**src/rtl/pssd_div_cell.sv**
```systemverilog
module pssd_div_cell #(
    parameter int SW = 68,
    parameter int TW = 32,
    parameter int PW = 8
) (
    input  logic          i_clk,
    input  logic          i_rst_n,
    input  logic          i_en,
    input  logic          i_valid,
    input  logic [SW-1:0] i_rem,
    input  logic [SW-1:0] i_den,
    input  logic [TW-1:0] i_quo,
    input  logic [PW-1:0] i_side,
    output logic          o_valid,
    output logic [SW-1:0] o_rem,
    output logic [SW-1:0] o_den,
    output logic [TW-1:0] o_quo,
    output logic [PW-1:0] o_side
);
    logic [SW:0]   shifted;
    logic          take;
    logic [SW-1:0] n_rem;

    // one restoring step: shift in a zero, subtract the divisor if it fits
    always_comb begin
        shifted = {i_rem, 1'b0};
        take    = shifted >= {1'b0, i_den};
        n_rem   = take ? SW'(shifted - {1'b0, i_den}) : shifted[SW-1:0];
    end

    logic          r_valid;
    logic [SW-1:0] r_rem;
    logic [SW-1:0] r_den;
    logic [TW-1:0] r_quo;
    logic [PW-1:0] r_side;

    always_ff @(posedge i_clk) begin
        if (!i_rst_n) begin
            r_valid <= 1'b0;
        end else if (i_en) begin
            r_valid <= i_valid;
            r_rem   <= n_rem;
            r_den   <= i_den;
            r_quo   <= {i_quo[TW-2:0], take};
            r_side  <= i_side;
        end
    end

    assign o_valid = r_valid;
    assign o_rem   = r_rem;
    assign o_den   = r_den;
    assign o_quo   = r_quo;
    assign o_side  = r_side;
endmodule

```
**config.mk**
```make
export PLATFORM = sky130hd
export DESIGN_NAME = pssd_div_cell
export DESIGN_NICKNAME = d
export VERILOG_FILES = /design/src/rtl/pssd_div_cell.sv
export SDC_FILE = /design/constraint.sdc
export NUM_CORES = 1
export LEC_CHECK = 0
export ABC_AREA = 1
export BUFFER_PORTS_ARGS = -buffer_cell sky130_fd_sc_hd__clkbuf_2
export CORE_AREA = 4 4 196 198
export CTS_BUF_LIST = sky130_fd_sc_hd__clkbuf_8
export CTS_CLUSTER_DIAMETER = 100
export DETAILED_ROUTE_END_ITERATION = 12
export DIE_AREA = 0 0 200 202
export SYNTH_ARGS = -nofsm -noshare
export SYNTH_HDL_FRONTEND = slang
export SYNTH_SLANG_ARGS = --single-unit
```
**constraint.sdc**
```tcl
create_clock -name i_clk -period 9.7 [get_ports i_clk]
set_input_delay 0.485 -clock i_clk [delete_from_list [all_inputs] [get_ports i_clk]]
set_output_delay 0.485 -clock i_clk [all_outputs]
set_load 0.02 [all_outputs]
```
== Yosys cells after proc, flatten, opt, wreduce, memory -nomap -nowiden ==
Index checks and enable logic that the tools add are counted.
Word-level totals
  flip-flop bits (word level): 177
  input port bits: 180
  output and inout port bits: 177
  word-level logic and storage cells: 10
Cells by class
  add/subtract/negate cells: 1
  order comparisons: 1
  mux-type cells: 1
  reductions and logical operators: 1
Operators with widths (number)
  69-bit by 68-bit greater-or-equal comparator with 1-bit output: 1
  68-bit two-way mux: 1
  68-bit subtractor: 1
  2-bit AND reduction: 1

== Longest topological paths before layout ==
  depth after elaboration: 2
  depth in mapped cells: 19
  mapped depth without buffers: 17

== Least setup slack after synthesis ==
No wires, ideal clock.
  path kind: input port to flip-flop
  from: in i_rst_n
  to: reg r_den[0] (netlist: o_den[0]) (enable)
  data arrival time: 3902 ps
  data required time: 9172 ps
  path slack: 5269 ps
  stages on the path: 2
  path buffers: 0
  path through: nand2_1 -> inv_1
Between the ends
  word-level cells in the longest chain between the ends: 1
RTL lines
  from (decl): line 7  | input logic i_rst_n,
  2-bit AND reduction (no line)
  to (signal assigned): line 43  | r_den <= i_den;
  to (decl): line 33  | logic [SW-1:0] r_den;
Every way passes these cells.
A chain may end at the register's enable or synchronous reset.

== Worst setup path after layout ==
  from: in i_den[35]
  to: reg r_rem[67] (netlist: o_rem[67]), data pin
Between the ends
  word-level cells in the longest chain between the ends: 2
  elaborated cells on any way between the ends: 3
  classes of those cells: 1 x add/sub; 1 x order compare; 1 x mux
RTL lines
  from (decl): line 11  | input logic [SW-1:0] i_den,
  68-bit subtractor / 69-bit by 68-bit greater-or-equal comparator with 1-bit output (equally long branches): line 28, 27
  68-bit two-way mux *: line 28  | n_rem = take ? SW'(shifted - {1'b0, i_den}) : shifted[SW-1:0];
  net n_rem[67]: line 22  | logic [SW-1:0] n_rem;
  to (signal assigned): line 42  | r_rem <= n_rem;
  to (decl): line 32  | logic [SW-1:0] r_rem;
Mark *: on every way through the listed nets, which the timed path passes. The rest lies on a longest branch.

==> metrics <==
top cell type's share of synthesized area a little over two fifths; DRT antenna net count 0; Residual DRC 0; clk slew on worst S/H paths 0.10 ns; Max Cap Viol 0; # clock sinks between 150 and 200; setup TNS 0 ns; number of buffers inserted by port buffering between 300 and 400; dominant cells by area after synthesis edfxtp_1 43%, nand2_1 20%, inv_1 9.9%, ha_1 6.9%, nor2_1 3.8%; simple-gate share of the synthesized area 31.38%; multi-input logic area 5678 sq um; Peak Freq 276.5 MHz; pin count of the biggest net entering global routing 71; xor/xnor share of the synthesized area under 10%; VDD IR max between 0.08 and 0.09 mV; Async S/R FF share, synth 0%; RSZ-0062 raised after global routing false; Hold Violations, Final 0; CP max FO 67; Initial Util about a third; Total Routing Usage GR 21.37%; Yosys warning count 0; worst skew pair latency about 0.49 ns; syn_nets approximately 2000; Synth Register Bits 177; Remaining Overflow, GRT 0; highest-count cells in the layout ignoring fill and taps 665 x nand2_1, 355 x clkbuf_2, 325 x inv_1; Die Y about 200 um; main flop type after synthesis edfxtp_1; power density over cell area roughly 140 nW/um^2; Pleak 0.008062 uW; share of layout cells above drive strength 1 20.79%; post-CTS resize count 0; crit path DAT around 3.9 ns; Antenna Diode Count 0; vias 11550; Clock Skew 0 ns; critical path class input port to flop; Avg Cell Area, Syn 7.259 sq um; # setup viols final 0; core area ~37000 sq um; Min Hold Slack roughly 0.16 ns; Worst slew margin 38.68%; GPL Wtd Cong 0.8984; Seq/Total Area, Yosys a little over two fifths; CP Capture Type flop; Vias/cell 4.538; cts bufs inserted 17; largest family of logic cells by synthesized area simple AND/OR/NAND/NOR gates; I/O Pins roughly 360; CTS Buffer Depth 2; Post-synth EDFFs around 180; cts hold-fix bufs 0; CTS tree done; Die ar. roughly 40000 sq um; Yosys top cell by area edfxtp_1; initial antenna violation count 0; P&R area growth vs syn 21.45%; average wire per standard cell ~17 um; final slew viol count 0; post-synthesis cell count roughly 1700; Tightest Pin Transition 0.9197 ns; WHS Path Cells 1; nets@finish between 2000 and 2500; Post-Route WL 43660 um; mux cell area share after synthesis 0%; Synth Area in Compound Gates between 5 and 6%; first-pass GRT wire length 66180 um; vias in the first global route around 12000; # rows 70; placed wire-length estimate around 37000 um; status finished, final reports clean; commonest non-fill, non-tap cell in the layout nand2_1; worst endpoint required time ~10 ns; Tcrit/Tclk final a little under two fifths; initial drt markers 577; H-tree levels 4; Synth Cell Area between 10000 and 15000 sq um; CP startpoint kind input port; post-CTS setup buffer count 0; worst reg-to-reg path cell count 2; Synth Area in Adders around 7.1%; min-delay worst type input port to flop; area taken by flip-flops and latches about 5300 sq um; FILL cells 3943; library cells used by synthesis 30; clk root buf clkbuf_8; Die X ~200 um; Pre-Repair DR Iteration Count 5; Final Critical Period approximately 3.6 ns
-- where the power goes --
group	internal [uW]	switching [uW]
registers	922	15.0
clock network	200	290
logic	205	453
total	1330	759
-- synth_stat cells, drive strengths merged, types with 2 or more instances --
library cell  number
nand2            686
inv              336
edfxtp           176
nor2             134
nand3             85
a21oi             76
ha                68
o21ai             34
xor2              33
nor3              15
buf               14
nand3b            14
nand4              9
o21bai             9
nor4               5
xnor2              2
-- final cells by class --
type,instances,area share (%)
clock buffers,17,1.560
repair buffers,359,12.05
flip-flops and latches,177,35.37
well taps,468,3.905
inverters,337,8.468
clock inverters,15,0.7842
multi-input cells,1173,37.86
-- flip-flops by register name, summed over array words and instances, names as in the netlist --
register	cells
o_den	68
o_rem	68
o_quo	32
o_side	8
o_valid	1
-- final timing paths --
check        startpoint   endpoint  slack, ns
max reg2reg     o_valid    o_valid       9.06
max           i_den[35]  o_rem[67]       6.08
min            i_quo[2]   o_quo[3]       0.16
min reg2reg     o_valid    o_valid       0.57
-- critical path, stage by stage --
cell      delay (ns)
clkbuf_2        0.10
inv_1           0.05
ha_1            0.34
nand2_1         0.11
nor2_1          0.28
nand2_1         0.17
nor3_2          0.33
nand2_1         0.17
nor3_1          0.16
nor2_1          0.10
nand2_4         0.42
buf_4           0.43
inv_2           0.04
buf_4           0.37
nand2_1         0.16
nand2_1         0.07
-- per-layer routing --
| metal | track usage (%) | wire [um] | share of wire [%] |
|---|---|---|---|
| met5 | 0 | 0 | 0 |
| met4 | 4.731 | 600 | 1.4 |
| met3 | 4.001 | 2660 | 6.1 |
| met2 | 34.22 | 19570 | 45 |
| met1 | 30.10 | 20830 | 48 |
-- cell families after synthesis --
kind of cell / Yosys count
AO/OA/AOI/OAI: 120
XOR/XNOR: 35
adder cells (fa/ha/maj): 69
buffers and inverters: 351
flip-flops: 177
AND/OR/NAND/NOR: 949
-- stage by stage --
stage / cell area, sq um / power (uW) / setup slack [ns] / instances / utilization, %
2_1_floorplan: 12350 / 1380 / 5.270 / 1701 / -
4_1_cts: 15000 / 2114 / 6.100 / 2546 / 41.06
5_1_grt: 15000 / 2224 / 5.832 / 2546 / 41.06
3_5_place_dp: 14650 / 1617 / 5.540 / 2514 / 40.10
3_3_place_gp: 14650 / 1612 / 5.560 / 2514 / 40.10
6_report: 15000 / 2085 / 6.083 / 2546 / 41.06
(Power assumes the default switching activity.)
