--- config.mk ---
export PLATFORM = sky130hd
export DESIGN_NAME = pssd_sqrt_cell
export DESIGN_NICKNAME = d
export VERILOG_FILES = /design/src/rtl/pssd_sqrt_cell.sv
export SDC_FILE = /design/constraint.sdc
export NUM_CORES = 1
export LEC_CHECK = 0
export ABC_AREA = 1
export BUFFER_PORTS_ARGS = -buffer_cell sky130_fd_sc_hd__buf_2
export CAP_MARGIN = 20
export CORE_MARGIN = 2
export CORE_UTILIZATION = 55
export DETAILED_ROUTE_END_ITERATION = 10
export GPL_ROUTABILITY_DRIVEN = 0
export PLACE_DENSITY = 0.82
export SLEW_MARGIN = 20
export SYNTH_ARGS = -nofsm -noshare
export SYNTH_HDL_FRONTEND = slang
export SYNTH_SLANG_ARGS = --single-unit
--- constraint.sdc ---
create_clock -name i_clk -period 4.9 [get_ports i_clk]
set_clock_uncertainty 0.05 [all_clocks]
set_input_delay 1.47 -clock i_clk [delete_from_list [all_inputs] [get_ports i_clk]]
set_output_delay 1.47 -clock i_clk [all_outputs]
set_load 0.1 [all_outputs]
--- src/rtl/pssd_sqrt_cell.sv ---
module pssd_sqrt_cell #(
    parameter int NW  = 68,
    parameter int RW  = 33,
    parameter int BIT = 0,
    parameter int PW  = 2
) (
    input  logic          i_clk,
    input  logic          i_rst_n,
    input  logic          i_en,
    input  logic          i_valid,
    input  logic [NW-1:0] i_rad,
    input  logic [RW-1:0] i_root,
    input  logic [PW-1:0] i_side,
    output logic          o_valid,
    output logic [NW-1:0] o_rad,
    output logic [RW-1:0] o_root,
    output logic [PW-1:0] o_side
);
    logic [NW-1:0] trial;
    logic          take;

    // rad holds n - root^2; setting this bit adds root*2^(b+1) + 2^(2b)
    always_comb begin
        trial = (NW'(i_root) << (BIT + 1)) | (NW'(1) << (2 * BIT));
        take  = i_rad >= trial;
    end

    logic          r_valid;
    logic [NW-1:0] r_rad;
    logic [RW-1:0] r_root;
    logic [PW-1:0] r_side;

    always_ff @(posedge i_clk) begin
        if (!i_rst_n) begin
            r_valid <= 1'b0;
        end else if (i_en) begin
            r_valid <= i_valid;
            r_rad   <= take ? (i_rad - trial) : i_rad;
            r_root  <= take ? (i_root | (RW'(1) << BIT)) : i_root;
            r_side  <= i_side;
        end
    end

    assign o_valid = r_valid;
    assign o_rad   = r_rad;
    assign o_root  = r_root;
    assign o_side  = r_side;
endmodule

[Word-level counts from Yosys, hierarchy flattened]
Cells that the tools add are included.
Storage, ports and cells
  bits in registers: 104
  input port bits: 107
  output and inout port bits: 104
Operators by class
  add/sub/neg operators: 1
  $lt $le $gt $ge: 1
  muxes and demuxes: 1
  reduce and logical (&&, ||, !) cells: 1
Operators by type and width (number)
  greater-or-equal comparator 68 x 34 -> 1 bit: 1
  2-to-1 mux 68 bit: 1
  subtractor 68 x 34 -> 68 bit: 1
  AND reduction 2 bit: 1

[Logic depth before layout (Yosys ltp)]
Gate-level depths: netlist of the first run.
  word-level depth: 2
  gate-level depth with buffers: 17
  depth with buffers taken out: 16

[Worst setup path before layout of the first run]
No wires, ideal clock.
  path kind: input port to flip-flop
  from: input port i_rst_n
  to: register r_rad[0], in the netlist o_rad[0], enable pin
  setup time: 0.456 ns
  arrival time: 3.495 ns
  required time: 4.394 ns
  path slack: 0.898 ns
  stages: 2
  buffers on the path: 0
  cells stage by stage: nand2_1 > inv_1
On the way
  longest elaborated chain between the ends: 1
Ends and longest elaborated chain
  from (decl): RTL line 8  | input logic i_rst_n,
  AND reduction 2 bit (no line)
  to (signal assigned): RTL line 38  | r_rad <= take ? (i_rad - trial) : i_rad;
  to (decl): RTL line 29  | logic [NW-1:0] r_rad;
Every way passes these cells.
A chain may end at the register's enable or synchronous reset.

[Final worst setup path of the first run]
  from: input port i_root[32]
  to: register r_rad[49], in the netlist o_rad[49] (data pin)
On the way
  longest elaborated chain between the ends: 2
Ends and longest elaborated chain
  from (decl): RTL line 12  | input logic [RW-1:0] i_root,
  subtractor 68 x 34 -> 68 bit or greater-or-equal comparator 68 x 34 -> 1 bit (tied branches): RTL line 38, 25
  2-to-1 mux 68 bit (*): RTL line 38
Mark *: on every way between the ends. The rest lies on a longest branch, timed or not.

==> results.yml, run 1 <==
cts:
  cts_resized: 0
  cts-root-buf: "clkbuf_16"
  htree_levels: 3
  clk_latency_ns: 0.36
  numCtsBuffers: 9
  cts_hold_buf: 0
  cts_setup_buffers: 0
  clk_pin_slew_worst_paths_ns: 0.07
  clockBufferDepth: 2
  clock_sinks: 104
  cts_tree: "built"
power_and_ir_drop:
  seqPwrFrac_pct: 37.2
  power.leakage_nw: 5.02
  pwr-share-comb_pct: 39.0
  peakVddDrop_v: 0.000208
  pwr-share-clk_pct: 23.7
  p_sw_share_pct: 43.1
  p_int_mw: 1.67
  netSwitchingPower_mw: 1.26
  p_per_area_mw_per_mm2: 295
finish:
  final_common_cell: "nand2_1"
  final_cell_mix: "431 x nand2_1, 228 x inv_1, 210 x buf_2"
  area_growth_syn_to_layout_pct: 18.0
  drive_above_1_share_pct: 21.8
  final_area_mm2: 0.00992
  fill_cells: 1382
  fin_util_pct: 65.7
  fin_cells: 1614
  nets: 1562
worst_setup_path:
  critical_path_class: "input pin to flop"
  critPathRequiredTime_ns: 4.96
  slowest_delay_ns: 0.36
  start_kind: "input pin"
  cp_data_arrival_time_ns: 3.74
  slowest_stage: "ha_1"
  cp-end-kind: "flop"
  r2r_end: "o_valid"
  regToRegSetupSlack_ns: 4.21
  path_cells: "buf_2 -> inv_1 -> ha_1 -> a21oi_1 -> nand3_1 -> inv_1 -> o21ai_0 -> a21oi_1 -> nand3_2 -> clkinv_2 -> buf_4 -> buf_4 -> a21oi_2"
  crit_fanout: 28
  reg2reg_depth: 2
  r2r-start: "o_valid"
die:
  die_area_mm2: 0.0163
  core_area_mm2: 0.0151
  io_pins: 211
  fp.dieW_um: 128
  rows: 45
  start_util_pct: 55.7
  dieHeight_um: 128
route:
  ant_nets: 0
  vias: 8381
  dr.pass1.iters: 6
  detail_route.vias_per_cell: 5.19
  drc: 0
  wirelength_um: 23600
  wl_per_cell_um: 14.6
  initialDrtViolationCount: 731
sta:
  tns_ns: 0
  period_share_pct: 75.0
  setup_ws_ns: 1.22
  finalMaxSlewViolations: 0
  final_hold_viol_count: 0
  rsz0062_at_grt: "no"
  setup_viol: 0
  tightest_slew_ns: 0.636
  period_needed_ns: 3.68
  fmax_mhz: 272
  relSlewSlack_pct: 57.6
run:
  drv_cap: 0
min_path:
  whs_path_depth: 2
  hold_class: "flop to flop"
  hold_end: "o_valid"
  min-delay-start: "o_valid"
grt:
  overflow: 0
  grt_first_pass_wirelength_um: 36700
  grt_pass1_vias: 7914
  grt_util_all_layers_pct: 28.8
  grt_max_degree: 56
  antenna_found_initial: 1
synth:
  syn_area_mm2: 0.00841
  synth_top_area_share_pct: 36.8
  synth_area_leaders: "edfxtp_1 37%, nand2_1 19%, inv_1 10%"
  ys_seq_elements: 104
  ys_seq_area_share_pct: 37.0
  yosys.area.top_type: "edfxtp_1"
  synth_nets: 1347
  avgSynthCellArea_um2: 6.98
  yosysUniqueCellTypes: 35
  synth_cells: 1205
  yosysWarnings: 0
place:
  dpl_worst_slack_ns: 0.906
  hpwl_um: 19300
  io_buffers: 210
  dpl-instance-area_mm2: 0.00964
  dp.cells: 1597
run_status:
  status: "finished, final reports clean"
## worst max-delay path: cells and delay by family
family,cells,cell delay [ns]
buf+inv,6,0.89
compound gates,4,0.77
fa+ha+maj,1,0.36
simple gates,2,0.23
## synthesized netlist by cell type, drive strengths merged
library cell / n
nand2: 452
a211oi: 1
or2: 1
xor2: 4
a21oi: 54
inv: 235
nand4: 16
nand3b: 8
ha: 34
nor4: 2
edfxtp: 103
o21bai: 2
and2: 2
dfxtp: 1
buf: 11
fa: 1
xnor2: 29
nor2: 131
o21ai: 42
and3: 3
nor3: 18
o2111ai: 1
nand3: 54
## power groups by stage
stage / clock, mW / combinational (mW) / sequential [mW]
finish: 0.696 / 1.14 / 1.09
CTS: 0.702 / 1.13 / 1.09
global route: 0.741 / 1.22 / 1.10
floorplan: 0 / 0.378 / 1.63
global placement: 0 / 1.12 / 1.11
detailed placement: 0 / 1.13 / 1.11
## per-layer routing
layer  vias up  part of all wire [%]  wire length, um  global-route usage (%)
met4         0                   4.0              932                    12.7
met3        72                   9.4             2210                    6.93
met2       399                    45            10600                    47.6
met1      3702                    42             9790                    35.9
li1       4208                     -                -                       -
met5         -                     0                0                       0
## how the worst max path moves through the flow
| stage | startpoint | end | slack, ns | depth (start not counted) |
|---|---|---|---|---|
| floorplan | i_rst_n | o_rad[0] | 0.90 | 2 |
| global route | i_rad[33] | o_rad[64] | 1.09 | 12 |
| global placement | i_root[32] | o_rad[57] | 0.97 | 13 |
| CTS | i_root[32] | o_rad[45] | 1.28 | 13 |
| detailed placement | i_root[32] | o_rad[45] | 0.91 | 13 |
| finish | i_root[32] | o_rad[49] | 1.22 | 13 |
## flip-flops by register name, summed over array words and instances, names as in the netlist
name / cells
o_rad: 68
o_root: 33
o_side: 2
o_valid: 1
## through the flow
step / hold slack, ns / power (mW)
global placement: 0.468 / 2.23
finish: 0.494 / 2.93
CTS: 0.497 / 2.93
floorplan: 0.936 / 2.01
global route: 0.571 / 3.05
detailed placement: 0.480 / 2.24
## layout make-up
cell class	count	area, um2	area share (%)
inverter	235	886	8.93
clock buffer	9	225	2.27
clock inverter	7	55.1	0.555
multi-input combinational	855	4290	43.2
timing repair buffer	215	1110	11.2
tap	188	235	2.37
antenna	1	2.50	0.0252
sequential	104	3110	31.4
## kinds of logic after synthesis
family,after synthesis,share of synthesized area (%)
buffers and inverters,246,12.0
AND/OR/NAND/NOR,687,34.4
flip-flops,104,37.0
XOR/XNOR,33,3.44
adder cells (fa/ha/maj),35,5.30
AO/OA/AOI/OAI,100,7.87
No activity file was read; power rests on OpenSTA's default activity.
==> run 2, diff against run 1 <==
Settings changed: ABC_AREA 1 to 0, CORE_UTILIZATION 55 to 52, PLACE_DENSITY 0.82 to 0.81.
Clock period 4.9 ns to 3.5 ns, I/O delays scaled along.
==> results.yml, run 2 <==
synth:
  async_flop_share_pct: 0
  ys_seq_area_share_pct: 47.3
  synth_cells: 663
  yosys.area.top_type: "edfxtp_1"
  post-synth-top-count-cell: "edfxtp_1"
  synth_top_area_share_pct: 47.0
  ys_seq_elements: 104
  syn_area_mm2: 0.00658
  yosysWarnings: 0
  synth_nets: 805
  avgSynthCellArea_um2: 9.93
  synthTopCellsByCount: "103 x edfxtp_1, 72 x a21oi_1, 56 x nor2_1, 46 x inv_1"
  synth-edff-count: 103
  synth_area_leaders: "edfxtp_1 47%, ha_1 6.5%, xnor2_1 5.7%"
  synth-main-ff-cell: "edfxtp_1"
  yosysUniqueCellTypes: 53
place:
  dpl_worst_slack_ns: -0.516
  hpwl_um: 15000
  dpl-instance-area_mm2: 0.00889
  io_buffers: 210
grt:
  grt_first_pass_wirelength_um: 30000
  grt_util_all_layers_pct: 28.7
  grt_pass1_vias: 6343
  overflow: 0
  antenna_found_initial: 1
  grt_max_degree: 40
route:
  wl_per_cell_um: 17.0
  wirelength_um: 20200
  detail_route.vias_per_cell: 5.58
  dr.pass1.iters: 6
  initialDrtViolationCount: 550
  ant_nets: 0
  drc: 0
  vias: 6624
sta:
  setup_ws_ns: -0.0748
  finalMaxSlewViolations: 0
  fmax_mhz: 280
  setup_viol: 59
  tightest_slew_ns: 0.557
  period_needed_ns: 3.57
  final_hold_viol_count: 0
  relSlewSlack_pct: 62.9
  period_share_pct: 102
  rsz0062_at_grt: "yes"
worst_setup_path:
  start_kind: "input pin"
  crit_fanout: 6
  cp_data_arrival_time_ns: 3.64
  critical_path_class: "input pin to flop"
  critPathRequiredTime_ns: 3.57
  cp-end-kind: "flop"
finish:
  drive_above_1_share_pct: 43.6
  largest_reg_flops: 68
  final_area_mm2: 0.00962
  final_cell_mix: "208 x buf_2, 137 x buf_4, 103 x edfxtp_1"
  area_growth_syn_to_layout_pct: 46.1
  nets: 1151
  final_common_cell: "buf_2"
  fin_util_pct: 77.2
cts:
  numCtsBuffers: 9
  clk_latency_ns: 0.36
  clk_pin_slew_worst_paths_ns: 0.07
  clockBufferDepth: 2
  cts-root-buf: "clkbuf_16"
  cts_hold_buf: 0
  cts_tree: "built"
  clock_sinks: 104
  htree_levels: 3
die:
  core_area_mm2: 0.0125
  fp.dieW_um: 117
  start_util_pct: 52.8
  io_pins: 211
  dieHeight_um: 117
  die_area_mm2: 0.0136
  rows: 41
run_status:
  failed_checks: "setup timing"
  status: "finished with violations"
run:
  drv_cap: 0
power_and_ir_drop:
  power.leakage_nw: 4.23
  p_per_area_mw_per_mm2: 425
  peakVddDrop_v: 0.000290
min_path:
  hold_class: "flop to flop"
## run 2: cell count changes after synthesis, moves of 12 or more
| cell | before | now |
|---|---|---|
| a21o_1 | 0 | 15 |
| xnor2_1 | 29 | 43 |
| clkbuf_1 | 0 | 22 |
| nand2_2 | 14 | 1 |
| a21oi_1 | 34 | 72 |
| nand3_1 | 52 | 10 |
| a21oi_2 | 20 | 0 |
| nand2_1 | 431 | 43 |
| inv_1 | 229 | 46 |
| nand4_1 | 16 | 28 |
| o21ai_2 | 20 | 0 |
| nor2_1 | 120 | 56 |
| xor2_1 | 4 | 19 |
## run 2: final timing paths
check | depth (start not counted) | end | slack, ns | start
worst max-delay path | 10 | o_rad[66] | -0.07 | i_rad[60]
worst min-delay path | 2 | o_valid | 0.48 | o_valid
worst max register to register | 2 | o_valid | 2.85 | o_valid
worst min register to register | 2 | o_valid | 0.48 | o_valid
## run 2: routing by layer
metal  vias to the layer above  routed length, um  track usage (%)
met5                         -                  0                0
met2                       342              10300             51.0
met4                         0                591             11.8
li1                       3147                  -                -
met1                      3086               7890             34.4
met3                        49               1460             5.03
## run 2: area by class of cell
class                   instances  area (um2)
well taps                     172         215
clock buffers                  11         233
clock inverters                 5        23.8
fillers                       857        2850
multi-input cells             487        3490
flip-flops and latches        104        3110
diodes                          1        2.50
inverters                      46         173
repair buffers                361        2370
## run 2: stage by stage
step | TNS [ns] | instances | hold slack, ns | power [mW]
after global routing | -4.24 | 1186 | 0.526 | 4.22
final | -2.05 | 1187 | 0.482 | 4.09
after detailed placement | -31.32 | 1161 | 0.468 | 3.13
after floorplan | -14.35 | 663 | 0.931 | 2.68
after global placement | -26.70 | 1161 | 0.446 | 3.10
after CTS | -0.911 | 1183 | 0.484 | 4.06
## run 2: cells by family (layout without fill, tap and decap cells)
kind of cell	count (synthesis)	after routing	synth area share, %
fa+ha+maj	35	35	6.77
flops	104	104	47.3
xor+xnor	62	62	8.25
compound gates	161	161	14.6
simple gates	228	228	18.6
other cells	0	1	0
mux	1	1	0.152
buf+inv	72	423	4.31
## run 2: power by group
| part | internal [mW] | switching [mW] | leakage (nW) |
|---|---|---|---|
| clock | 0.475 | 0.453 | 0.122 |
| sequential | 1.50 | 0.0268 | 0.977 |
| combinational | 0.463 | 1.17 | 3.13 |
## run 2: timing repair
action,4_1_cts,5_1_grt
gates resized for setup,28,50
setup endpoints to repair,63,67
pin swaps,13,8
cloned,3,2
buffers inserted,3,1
## run 2: worst max-delay path, cell delays in order
cell	delay, ns
buf_6	0.09
or4_4	0.53
or3_4	0.36
or3_4	0.36
or4_4	0.45
nor3_4	0.20
nand2_4	0.20
clkbuf_16	0.22
nand4_1	0.10
xnor2_1	0.07
==> run 3, diff against run 2 <==
Settings changed: BUFFER_PORTS_ARGS -buffer_cell sky130_fd_sc_hd__buf_2 to unset, CORE_ASPECT_RATIO set to 1.1, CORE_UTILIZATION 52 to 60, DONT_BUFFER_PORTS set to 1, PLACE_DENSITY 0.81 to 0.76.
==> results.yml, run 3 (synthesis results as in run 2) <==
run_status:
  status: "finished with violations"
  failed_checks: "setup timing"
route:
  wirelength_um: 18900
  dr.pass1.iters: 5
  wl_per_cell_um: 20.8
  initialDrtViolationCount: 403
  ant_nets: 0
  drc: 0
  vias: 5730
  detail_route.vias_per_cell: 6.32
die:
  rows: 40
  core_area_mm2: 0.0108
  dieHeight_um: 114
  io_pins: 211
  die_area_mm2: 0.0118
  fp.dieW_um: 104
  start_util_pct: 60.9
worst_setup_path:
  cp_data_arrival_time_ns: 3.77
  crit_fanout: 8
  critical_path_class: "input pin to flop"
  start_kind: "input pin"
  critPathRequiredTime_ns: 3.66
  r2r-start: "o_valid"
  cp-end-kind: "flop"
  cp-startpoint: "i_rad[60]"
place:
  hpwl_um: 13800
  io_buffers: 0
  dpl-instance-area_mm2: 0.00748
  dp.cells: 885
  dpl_worst_slack_ns: -0.749
grt:
  overflow: 0
  grt_pass1_vias: 5826
  antenna_found_initial: 0
  grt_max_degree: 57
  grt_util_all_layers_pct: 30.5
  grt_first_pass_wirelength_um: 28500
cts:
  clk_latency_ns: 0.35
  clock_sinks: 104
  clk_pin_slew_worst_paths_ns: 0.07
  clockBufferDepth: 2
  numCtsBuffers: 9
  cts_hold_buf: 0
  htree_levels: 3
  cts_tree: "built"
  cts-root-buf: "clkbuf_16"
power_and_ir_drop:
  p_per_area_mw_per_mm2: 483
  power.leakage_nw: 3.21
  peakVddDrop_v: 0.000274
finish:
  area_growth_syn_to_layout_pct: 24.2
  multi_input_area_mm2: 0.00347
  fill_cells: 731
  final_common_cell: "edfxtp_1"
  fin_util_pct: 75.6
  largest_reg_flops: 68
  drive_above_1_share_pct: 24.3
  fin_cells: 907
  nets: 897
  antenna_cells: 0
  seqCellArea_mm2: 0.00311
  final_area_mm2: 0.00818
  final_cell_mix: "103 x edfxtp_1, 96 x buf_4, 60 x a21oi_1"
min_path:
  hold_class: "input pin to flop"
  min-delay-start: "i_side[0]"
sta:
  final_hold_viol_count: 0
  rsz0062_at_grt: "yes"
  hold_ws_ns: 0.737
  finalMaxSlewViolations: 0
  tightest_slew_ns: 0.973
  period_needed_ns: 3.61
  setup_viol: 52
  period_share_pct: 103
  relSlewSlack_pct: 35.0
  setup_ws_ns: -0.108
  fmax_mhz: 277
run:
  drv_cap: 0
[run 3: cell count changes in the layout (fill, tap and decap cells not counted), moves of 3 or more]
cell | previous run | this run
nor2_2 | 16 | 9
xnor2_2 | 4 | 1
nor2_1 | 34 | 38
xnor2_1 | 39 | 42
o21ai_1 | 4 | 1
nor2_4 | 6 | 9
a21oi_1 | 63 | 60
buf_4 | 137 | 96
buf_6 | 6 | 3
a21oi_2 | 7 | 12
buf_2 | 208 | 0
[run 3: report_power, final]
| part | switching (mW) | total, mW | internal (mW) |
|---|---|---|---|
| Sequential | 0.748 | 2.26 | 1.51 |
| Clock | 0.449 | 1.00 | 0.552 |
| Combinational | 0.364 | 0.689 | 0.326 |
[run 3: routing by layer]
layer	vias up	GRT usage [%]	wire, um
li1	2629	-	-
met1	2684	33.7	6810
met2	349	53.8	9330
met3	68	8.40	1860
met4	0	16.4	854
met5	-	0	0
[run 3: worst paths after layout]
| kind | to | slack [ns] | depth (start not counted) |
|---|---|---|---|
| max | o_rad[41] | -0.11 | 10 |
| min | o_side[0] | 0.74 | 0 |
| max reg2reg | o_valid | 2.14 | 2 |
| min reg2reg | o_valid | 0.97 | 2 |
[run 3: final cells by class]
class	count	area share, %
Tap cell	147	2.25
Multi-Input combinational cell	487	42.4
Inverter	46	2.11
Sequential cell	104	38.1
Clock inverter	6	0.735
Clock buffer	10	2.80
Timing Repair Buffer	107	11.6
[run 3: per-stage QoR]
stage,setup TNS (ns),power (mW)
6_report,-3.35,3.95
5_1_grt,-8.08,4.06
4_1_cts,-2.16,3.92
3_5_place_dp,-29.60,2.92
3_3_place_gp,-24.28,2.90
2_1_floorplan,-14.35,2.68
[run 3: repair_timing]
item / CTS / global route
gates resized for setup: 33 / 36
buffers inserted: 2 / 0
pin swaps: 10 / 6
gates cloned: 2 / 2
endpoints found under the setup margin: 60 / 68
hold endpoints to repair: 0 / 0
[run 3: critical path, cell delays in order]
cell	delay, ns
or4_4	0.53
or3_4	0.34
or3_4	0.38
or4_4	0.54
nor3_4	0.20
buf_6	0.16
nand2_8	0.10
clkbuf_16	0.21
nand4_1	0.14
o2bb2ai_1	0.13
